==> src/hw/rtl/multichannel_biquad_notch_filter_unit_defines.svh <==
// Assertion macros for the multichannel biquad notch filter unit.
// Included by the top level; no other dependencies.
`ifndef MULTICHANNEL_BIQUAD_NOTCH_FILTER_UNIT_DEFINES_SVH
`define MULTICHANNEL_BIQUAD_NOTCH_FILTER_UNIT_DEFINES_SVH

`ifndef SYNTH
// Same-cycle implication, disabled while reset is asserted.
`define MBNF_ASSERT_IMPL(name, clk, rstn, ante, cons) \
    name: assert property (@(posedge clk) disable iff (!rstn) (ante) |-> (cons)) \
        else $error("mbnf assertion failed");
// Next-cycle implication, disabled while reset is asserted.
`define MBNF_ASSERT_NEXT(name, clk, rstn, ante, cons) \
    name: assert property (@(posedge clk) disable iff (!rstn) (ante) |=> (cons)) \
        else $error("mbnf assertion failed");
`else
`define MBNF_ASSERT_IMPL(name, clk, rstn, ante, cons)
`define MBNF_ASSERT_NEXT(name, clk, rstn, ante, cons)
`endif

`endif

==> src/hw/rtl/mbnf_pkg.sv <==
// Shared types, constants and arithmetic helpers for the biquad filter unit.
// Used by the controller, the datapath and the top level.
package mbnf_pkg;

    localparam int MAX_CHANNELS   = 64;
    localparam int SAMPLE_WIDTH   = 16;
    localparam int COEF_FRAC_BITS = 30;
    localparam int COEF_W         = 32;
    localparam int HIST_BITS      = 48;
    localparam int CHAN_W         = 6;
    localparam int CHAN_CNT_W     = 7;
    localparam int CFG_IDX_W      = 3;
    localparam int HIST_ADDR_W    = $clog2(MAX_CHANNELS);

    localparam int PROD_W = COEF_W + SAMPLE_WIDTH;
    localparam int WIDE_W = ((PROD_W > HIST_BITS) ? PROD_W : HIST_BITS) + 2;
    localparam int SUM_W  = HIST_BITS + 2;

    typedef logic signed [SAMPLE_WIDTH-1:0] sample_t;
    typedef logic signed [COEF_W-1:0]       coef_t;
    typedef logic signed [PROD_W-1:0]       prod_t;
    typedef logic signed [HIST_BITS-1:0]    hist_t;
    typedef logic signed [SUM_W-1:0]        sum_t;
    typedef logic signed [WIDE_W-1:0]       wide_t;
    typedef logic [CHAN_W-1:0]              chan_t;
    typedef logic [CHAN_CNT_W-1:0]          chan_cnt_t;
    typedef logic [COEF_W-1:0]              cfg_data_t;

    typedef enum logic [CFG_IDX_W-1:0] {
        CFG_ENABLE   = 3'd0,
        CFG_CHANNELS = 3'd1,
        CFG_B0       = 3'd2,
        CFG_B1       = 3'd3,
        CFG_B2       = 3'd4,
        CFG_A1       = 3'd5,
        CFG_A2       = 3'd6
    } cfg_idx_t;

    typedef enum logic [2:0] {
        MUL_B0X,
        MUL_B1X,
        MUL_A1Y,
        MUL_B2X,
        MUL_A2Y
    } mul_sel_t;

    typedef struct packed {
        logic     load_in;
        logic     rd_en;
        mul_sel_t mul_sel;
        logic     acc_y;
        logic     t1_init;
        logic     t1_sub;
        logic     t2_init;
        logic     t2_sub;
        logic     out_load;
    } ctrl_cmd_t;

    typedef struct packed {
        logic bypass;
        logic out_free;
    } ctrl_stat_t;

    localparam coef_t COEF_ONE =
        {{(COEF_W-COEF_FRAC_BITS-1){1'b0}}, 1'b1, {COEF_FRAC_BITS{1'b0}}};
    localparam wide_t ROUND_HALF =
        {{(WIDE_W-COEF_FRAC_BITS){1'b0}}, 1'b1, {(COEF_FRAC_BITS-1){1'b0}}};
    localparam wide_t HIST_MAX =
        {{(WIDE_W-HIST_BITS+1){1'b0}}, {(HIST_BITS-1){1'b1}}};
    localparam wide_t HIST_MIN =
        {{(WIDE_W-HIST_BITS+1){1'b1}}, {(HIST_BITS-1){1'b0}}};
    localparam wide_t SMP_MAX =
        {{(WIDE_W-SAMPLE_WIDTH+1){1'b0}}, {(SAMPLE_WIDTH-1){1'b1}}};
    localparam wide_t SMP_MIN =
        {{(WIDE_W-SAMPLE_WIDTH+1){1'b1}}, {(SAMPLE_WIDTH-1){1'b0}}};

    function automatic hist_t sat_hist(input wide_t v);
        hist_t r;
        if (v > HIST_MAX) begin
            r = HIST_MAX[HIST_BITS-1:0];
        end else if (v < HIST_MIN) begin
            r = HIST_MIN[HIST_BITS-1:0];
        end else begin
            r = v[HIST_BITS-1:0];
        end
        return r;
    endfunction

    function automatic sample_t sat_sample(input wide_t v);
        sample_t r;
        if (v > SMP_MAX) begin
            r = SMP_MAX[SAMPLE_WIDTH-1:0];
        end else if (v < SMP_MIN) begin
            r = SMP_MIN[SAMPLE_WIDTH-1:0];
        end else begin
            r = v[SAMPLE_WIDTH-1:0];
        end
        return r;
    endfunction

endpackage

==> src/hw/rtl/mbnf_ctrl.sv <==
// Sequencing state machine for the biquad filter unit.
// Depends on mbnf_pkg for the command and status structs.
module mbnf_ctrl (
    input  logic                 aclk,
    input  logic                 aresetn,
    input  logic                 s_valid,
    output logic                 s_ready,
    input  mbnf_pkg::ctrl_stat_t stat,
    output mbnf_pkg::ctrl_cmd_t  cmd
);
    import mbnf_pkg::*;

    typedef enum logic [2:0] {
        S_IDLE,
        S_RD,
        S_Y,
        S_P1,
        S_P2,
        S_P3,
        S_P4,
        S_WB
    } state_t;

    state_t state_reg, state_next;

    always_comb begin
        state_next = state_reg;
        cmd        = '0;
        cmd.mul_sel = MUL_B0X;
        s_ready    = 1'b0;
        case (state_reg)
            S_IDLE: begin
                s_ready     = 1'b1;
                cmd.load_in = s_valid;
                if (s_valid) begin
                    state_next = stat.bypass ? S_WB : S_RD;
                end
            end
            S_RD: begin
                cmd.rd_en   = 1'b1;
                cmd.mul_sel = MUL_B0X;
                state_next  = S_Y;
            end
            S_Y: begin
                cmd.acc_y   = 1'b1;
                cmd.mul_sel = MUL_B1X;
                state_next  = S_P1;
            end
            S_P1: begin
                cmd.t1_init = 1'b1;
                cmd.mul_sel = MUL_A1Y;
                state_next  = S_P2;
            end
            S_P2: begin
                cmd.t1_sub  = 1'b1;
                cmd.mul_sel = MUL_B2X;
                state_next  = S_P3;
            end
            S_P3: begin
                cmd.t2_init = 1'b1;
                cmd.mul_sel = MUL_A2Y;
                state_next  = S_P4;
            end
            S_P4: begin
                cmd.t2_sub = 1'b1;
                state_next = S_WB;
            end
            S_WB: begin
                // Hold here until the output register can take the word.
                cmd.out_load = stat.out_free;
                if (stat.out_free) begin
                    state_next = S_IDLE;
                end
            end
            default: begin
                state_next = S_IDLE;
            end
        endcase
    end

    always_ff @(posedge aclk) begin
        if (!aresetn) begin
            state_reg <= S_IDLE;
        end else begin
            state_reg <= state_next;
        end
    end

endmodule

==> config.mk <==
export PLATFORM = sky130hd
export DESIGN_NAME = mbnf_ctrl
export DESIGN_NICKNAME = d
export VERILOG_FILES = /design/src/hw/rtl/multichannel_biquad_notch_filter_unit_defines.svh /design/src/hw/rtl/mbnf_pkg.sv /design/src/hw/rtl/mbnf_ctrl.sv
export SDC_FILE = /design/constraint.sdc
export NUM_CORES = 1
export LEC_CHECK = 0
export ABC_AREA = 1
export ABC_CLOCK_PERIOD_IN_PS = 1200
export BUFFER_PORTS_ARGS = -buffer_cell sky130_fd_sc_hd__buf_2
export CORE_AREA = 4 4 41 43
export DETAILED_ROUTE_END_ITERATION = 7
export DIE_AREA = 0 0 45 47
export GPL_ROUTABILITY_DRIVEN = 0
export PLACE_DENSITY = 0.43
export SETUP_SLACK_MARGIN = 0.5
export SYNTH_ARGS = -nofsm -noshare
export SYNTH_HDL_FRONTEND = slang
export SYNTH_SLANG_ARGS = --single-unit
==> constraint.sdc <==
create_clock -name aclk -period 1.2 [get_ports aclk]
set_input_delay 0.06 -clock aclk [delete_from_list [all_inputs] [get_ports aclk]]
set_output_delay 0.06 -clock aclk [all_outputs]
set_load 0.1 [all_outputs]
# Word-level counts from Yosys, hierarchy flattened
# Cells that the tools add are included.
classes:
  mux: 14
  magnitude_cmp: 0
  shifts: 0
  addsub: 0
  eq_ne: 9
  reduce_logical: 2
  div_mod_pow: 0
  n_mul: 0
  bitwise: 0
ops:
  columns: ["op", "n"]
  rows:
  - ["one-hot mux 3 bit (8 select lines)", 1]
  - ["== test 3 bit, second input constant", 4]
  - ["one-hot mux 3 bit (4 select lines)", 1]
  - ["two-way mux 1 bit", 9]
  - ["two-way mux 3 bit", 3]
  - ["== test 3 x 2 -> 1 bit, second input constant", 2]
  - ["inequality test 2 bit, second input constant", 2]
  - ["== test 3 x 1 -> 1 bit, second input constant", 1]
  - ["logical NOT 3 bit", 1]
  - ["AND reduction 2 bit", 1]
word_totals:
  rom_bits: 0
  ram_bits: 0
  latch_bits: 0
  n_memories: 0
  wordCells: 26
  in_bits: 5
  out_inout_bits: 12
  reg_bits: 3

# Longest topological paths before layout
# Gate-level depths: netlist of the first run.
depth:
  depth_word: 3
  depth_mapped: 7
  mapped_depth_nobuf: 7

# Worst setup path after synthesis of the first run
# OpenSTA, ideal clock, no wires.
synth_path:
  path_type: "register to output"
  startpoint: "reg state_reg[2]"
  endpoint: "out cmd[6] in the netlist's numbering"
  path_buffers: 1
  stages_incl_launch_ff: 6
  t_required_ns: 1.140
  arrival_ns: 2.838
  setup_slack_ns: -1.698
  cell_sequence: "dfxtp_1 -> buf_6 -> inv_4 -> nor2_1 -> inv_2 -> o21ai_1"
synth_rtl:
  columns: ["item", "line", "source"]
  rows:
  - ["start, declared", "mbnf_ctrl.sv:24", "state_t state_reg, state_next;"]
  - ["start signal, assigned", "mbnf_ctrl.sv:85", "state_reg <= state_next;"]
  - ["end, declared", "mbnf_ctrl.sv:9", "output mbnf_pkg::ctrl_cmd_t cmd"]

==> results of run 1 <==
worst max-delay path, stage by stage, from the launching register on:
cell,delay (ps)
dfxtp_4,360
inv_4,60
nand2_4,60
buf_12,130
nor3_4,140
buf_12,200
synthesized netlist by cell type (all sizes together):
library cell	count	area, sq um
a31oi	1	6.26
a21oi	1	8.76
clkinv	1	5.00
nand2	11	63.8
inv	8	32.5
nor2	9	41.3
buf	2	18.8
nand3	3	25.0
nor3	2	10.0
o21ai	2	10.0
dfxtp	3	60.1
cell usage in the layout, fill, tap and decap left out:
| cell type | instances |
|---|---|
| clkbuf_1 | 1 |
| buf_4 | 6 |
| nand2_2 | 3 |
| nor2_1 | 2 |
| nand3_2 | 1 |
| nand2_1 | 2 |
| dfxtp_4 | 3 |
| nand3_1 | 1 |
| clkbuf_4 | 3 |
| buf_2 | 4 |
| clkinv_4 | 1 |
| inv_4 | 3 |
| nand2_4 | 4 |
| o21ai_0 | 1 |
| nor2_4 | 4 |
| nand2_8 | 2 |
| inv_1 | 3 |
| buf_6 | 2 |
| nor2_2 | 3 |
| nor3_4 | 2 |
| buf_12 | 14 |
| a31oi_1 | 1 |
| nand3_4 | 1 |
| clkinvlp_4 | 1 |
| inv_8 | 1 |
| o21ai_4 | 1 |
| a21oi_2 | 1 |
through the flow:
stage / instance area (sq um) / hold slack, ps
3_5_place_dp: 639 / 309
4_1_cts: 781 / 61.6
3_3_place_gp: 639 / 303
6_report: 826 / 68.7
2_1_floorplan: 388 / 174
5_1_grt: 826 / 60.3
cell families after synthesis:
logic type	Yosys count	synth area share
buffers and inverters	11	0.200
flip-flops	3	0.213
AO/OA/AOI/OAI	4	0.0889
AND/OR/NAND/NOR	25	0.498
power breakdown:
group | switching [mW] | internal [mW]
sequential | 0.0568 | 0.139
clock | 0.0468 | 0.124
combinational | 1.00 | 0.601
total | 1.11 | 0.864
what timing repair did:
action	in CTS	in global routing
buffers inserted	6	3
pin swaps	11	7
gates resized for setup	14	3
endpoints found under the setup margin	15	15
routing by layer:
| layer | global-route usage | share of wire | routed length (microns) |
|---|---|---|---|
| met5 | 0 | 0 | 0 |
| met4 | 0.0526 | 0 | 0 |
| met3 | 0.0383 | 0.071 | 60 |
| met2 | 0.164 | 0.54 | 456 |
| met1 | 0.0907 | 0.39 | 328 |
area by class of cell:
cell class | instances | area, sq um
inverter | 9 | 57.6
timing repair buffer | 26 | 368
tap | 15 | 18.8
sequential | 3 | 71.3
fill | 112 | 475
multi-input combinational | 29 | 284
clock buffer | 4 | 26.3
how the worst max path moves through the flow:
stage	start	endpoint	slack, ps	depth (start not counted)
floorplan	state_reg[2]	cmd[6]	-290	5
global placement	state_reg[0]	cmd[4]	120	5
detailed placement	state_reg[2]	cmd[4]	110	4
CTS	state_reg[1]	cmd[6]	-50	6
global route	state_reg[0]	cmd[6]	-90	6
finish	state_reg[0]	cmd[10]	-40	5
==> metrics.md, run 1 <==
| Metric | Value |
|---|---|
| Final hold vios | 0 |
| Cells after Synth | 43 |
| FP Rows | 13 |
| Starting Density | 0.216 |
| Crit Path Class | register to output port |
| CTS Sinks | 3 |
| Final WS setup | -39.3 ps |
| Clock skew | 0.780 ps |
| WP data arrival | 1180 ps |
| Period Utilization, post-route | 1.03 |
| Syn_area_per_cell | 6.55 sq um |
| Sequential share of the synthesized area | 0.213 |
| CTS tree | yes |
| Max-cap violations | 0 |
| Detail Route Antenna Nets | 0 |
| Slew margin rel. | 0.864 |
| Via count | 377 |
| Die X | 45 microns |
| Area delta synth->final | 193% |
| Worst-skew pair later-pin latency | 230 ps |
| Root Buffer Master | clkbuf_4 |
| Pwr/cell area | 2390 nW/um^2 |
| Ant. Diodes | 0 |
| Via density | 4.38 |
| DRT iter0 DRCs | 4 |
| Hold Path End | state_reg[2] |
| Hold depth | 3 |
| H-tree depth | 1 |
| Max rail drop VDD | 1.38 mV |
| Synthesized Nets | 48 |
| Crit Path Max Fanout | 5 |
| HP Class | primary input to register |
| Worst-path clk slew | 30 ps |
| Setup TNS Final | -179 ps |
| Detailed Routing Iterations Pass 1 | 4 |
| Initial antenna violation count | 0 |
| Final #Nets | 77 |
| Maximum clock path buffer count | 2 |
| Hold buffer count at cts | 0 |
| Pre-CTS WS | 114 ps |
| Post-route non-filler standard cell count | 86 |
| Peak Freq | 0.807 GHz |
| Max-slew violations | 0 |
| RSZ-0062 raised after global routing | true |
| Largest net degree at the start of global routing | 7 |
| Failing checks | setup timing |
| Status | finished, violations left |
| Yosys reg bits | 3 |
| Reg2reg path depth | 8 |
| DR WL/cell | 9.83 microns |
| Overall Global Routing Usage | 0.0923 |
| Final Util | 0.635 |
| Yosys warns | 0 |
| Inserted Clock Buffers | 3 |
| Total power | 1.97 mW |
| Startpoint types | register |
| Die Span Y | 47 microns |
| DR DRC count | 0 |
| RR Endpoint | state_reg[1] |
| Dpl hpwl | 692 microns |
| Critical path data required time | 1140 ps |
| Final WL | 845 microns |
| Max FFs per register | 3 |
| Endpoint class of the critical path | output port |
| Netlist cell types | 19 |
| Residual overflow from global routing | 0 |
| R2R Setup Slk | 100 ps |
| Global-route wire length before repair | 1390 microns |
| Inst Count DP | 73 |
| Count of input and output buffers | 16 |
| Worst r2r src | state_reg[0] |
| Final Critical Period | 1240 ps |
| Number of global-route vias before repair | 355 |
| Setup Viol. Count Final | 7 |
| Die ar. | 2120 sq um |
| Slew @ Worst Pin | 201 ps |
| Hold_sp | aresetn |
| I/O pins | 17 |
| Core area | 1300 sq um |
| Post-Syn Area | 282 sq um |
| Pleak | 0.362 nW |
| Fraction of layout cells with a size suffix above 1 | 0.845 |
Power figures use the tool's default switching activity.
==> inputs of run 2 (changes only) <==
- CTS_BUF_LIST: unset -> sky130_fd_sc_hd__clkbuf_4
- GPL_TIMING_DRIVEN: unset -> 0
==> run 2 against run 1 <==
  * Via count fell by 9.8%
  * Highest routed layer is now met4
  * Count of clock-buffer cells in the layout stayed put
  * Worst setup slack worse by 26 ps
  * Sequential cell count did not move
  * Clock power increased by 20%
  * Routed wire length shrank 9.6%
  * Die area unchanged
  * The flow still finishes with violations (setup timing)
  * Register-to-register slack better by 30 ps
  * Combinational power fell by 6%
  * Non-clock buffer count fell by 5
  * Critical path type unchanged
  * Fmax shrank 2.0%
  * First-iteration DRC count down 25%
==> metrics.md, run 2 (synthesized netlist as in run 1, its figures left out) <==
| Metric | Value |
|---|---|
| Max-cap violations | 0 |
| R2R Setup Slk | 130 ps |
| DRT iter0 DRCs | 3 |
| CTS Sinks | 3 |
| Area delta synth->final | 171% |
| Max FFs per register | 3 |
| Largest net degree at the start of global routing | 7 |
| Die ar. | 2120 sq um |
| Worst r2r src | state_reg[2] |
| Inserted Clock Buffers | 3 |
| WP data arrival | 1210 ps |
| H-tree depth | 1 |
| HP Class | primary input to register |
| Overall Global Routing Usage | 0.0885 |
| Hold depth | 3 |
| Crit-path cells | buf_12, inv_8, nor2_4, inv_4, o21ai_4, buf_12 |
| Initial antenna violation count | 0 |
| DR DRC count | 0 |
| Peak Freq | 0.790 GHz |
| Final WL | 764 microns |
| Die X | 45 microns |
| Critical path data required time | 1140 ps |
| Fraction of layout cells with a size suffix above 1 | 0.848 |
| Setup Viol. Count Final | 6 |
| Die Span Y | 47 microns |
| Detailed Routing Iterations Pass 1 | 2 |
| Final hold vios | 0 |
| Global-route wire length before repair | 1230 microns |
| Endpoint class of the critical path | output port |
| Max-slew violations | 0 |
| Worst-skew pair later-pin latency | 240 ps |
| Inst Count DP | 74 |
| Top delay family on crit path | buffers and inverters |
| I/O pins | 17 |
| Worst-path clk slew | 40 ps |
| Final WS setup | -65.0 ps |
| Ant. Diodes | 0 |
| Startpoint types | register |
| Slew @ Worst Pin | 175 ps |
| Total power | 1.89 mW |
| Register area | 68.8 sq um |
| Root Buffer Master | clkbuf_4 |
| Bufs and invs on worst path | 4 |
| Status | finished, violations left |
| DR WL/cell | 9.43 microns |
| Final #Nets | 72 |
| Worst path slowest cell | dfxtp_2 |
| Slew margin rel. | 0.883 |
| Detail Route Antenna Nets | 0 |
| Residual overflow from global routing | 0 |
| Post-route non-filler standard cell count | 81 |
| CTS tree | yes |
| Core area | 1300 sq um |
| RSZ-0062 raised after global routing | true |
| Final Critical Period | 1270 ps |
| Commonest non-fill, non-tap cell in the layout | buf_12 |
| Most Frequent Cell on Critical Path | buf_12 |
| Clock skew | 3.84 ps |
| Count of input and output buffers | 16 |
| Dpl hpwl | 615 microns |
| Pwr/cell area | 2470 nW/um^2 |
| Fill count | 117 |
| Crit Path Max Fanout | 6 |
| Via count | 340 |
| Hold Path End | state_reg[2] |
| Hold_sp | aresetn |
| Pleak | 0.338 nW |
| Final Util | 0.587 |
| Failing checks | setup timing |
| FP Rows | 13 |
| Period Utilization, post-route | 1.05 |
| CP peak stage delay | 330 ps |
| Maximum clock path buffer count | 2 |
| Max rail drop VDD | 0.922 mV |
| Starting Density | 0.216 |
| Crit Path Class | register to output port |
| Number of global-route vias before repair | 295 |
| Multi-input gate area | 260 sq um |
| Reg2reg path depth | 7 |
| Hold buffer count at cts | 0 |
| RR Endpoint | state_reg[2] |
| Via density | 4.20 |
## run 2: cell type report
| class | instances | share of cell area |
|---|---|---|
| plain buffers | 2 | 0.0525 |
| clock buffers | 4 | 0.0393 |
| inverters | 9 | 0.0721 |
| multi-input cells | 29 | 0.341 |
| flip-flops and latches | 3 | 0.0902 |
| well taps | 15 | 0.0246 |
| repair buffers | 19 | 0.380 |
## run 2: per-layer routing
layer  wire, microns  up-vias  track usage
met5               0        -            0
li1                -      180            -
met3              58        2       0.0230
met4              25        0        0.105
met2             366       15        0.124
met1             313      143        0.100
## run 2: worst max path at each step
stage	cells past startpoint	to	startpoint	slack [ps]
global route	6	cmd[6]	state_reg[2]	-120
detailed placement	6	cmd[6]	state_reg[2]	-60
CTS	6	cmd[6]	state_reg[1]	-70
global placement	6	cmd[6]	state_reg[2]	-50
finish	6	cmd[6]	state_reg[2]	-70
floorplan	5	cmd[6]	state_reg[2]	-290
## run 2: worst register-to-register path, delay by kind of cell (launching register included)
family                 cells  cell delay [ps]
buffers and inverters      3              380
flip-flops                 1              320
AND/OR/NAND/NOR            3              210
AO/OA/AOI/OAI              1              100
## run 2: stage by stage
stage	setup WS [ps]	TNS, ps	hold slack (ps)	area, sq um
2_1_floorplan	-291	-1800	174	388
3_3_place_gp	-51.5	-161	302	487
3_5_place_dp	-55.3	-177	305	487
4_1_cts	-65.2	-313	52.6	738
5_1_grt	-116	-703	59.5	763
6_report	-65.0	-237	59.7	763
## run 2: power by group
group          switching [mW]  internal [mW]  total [mW]
sequential             0.0445          0.136       0.181
clock                  0.0575          0.147       0.205
combinational           0.961          0.540        1.50
## run 2: repair_timing
action | in CTS | in global routing
cloned | 0 | 0
resized for setup | 49 | 9
pin swaps | 1 | 6
setup buffers | 3 | 0
setup endpoints to repair | 15 | 15
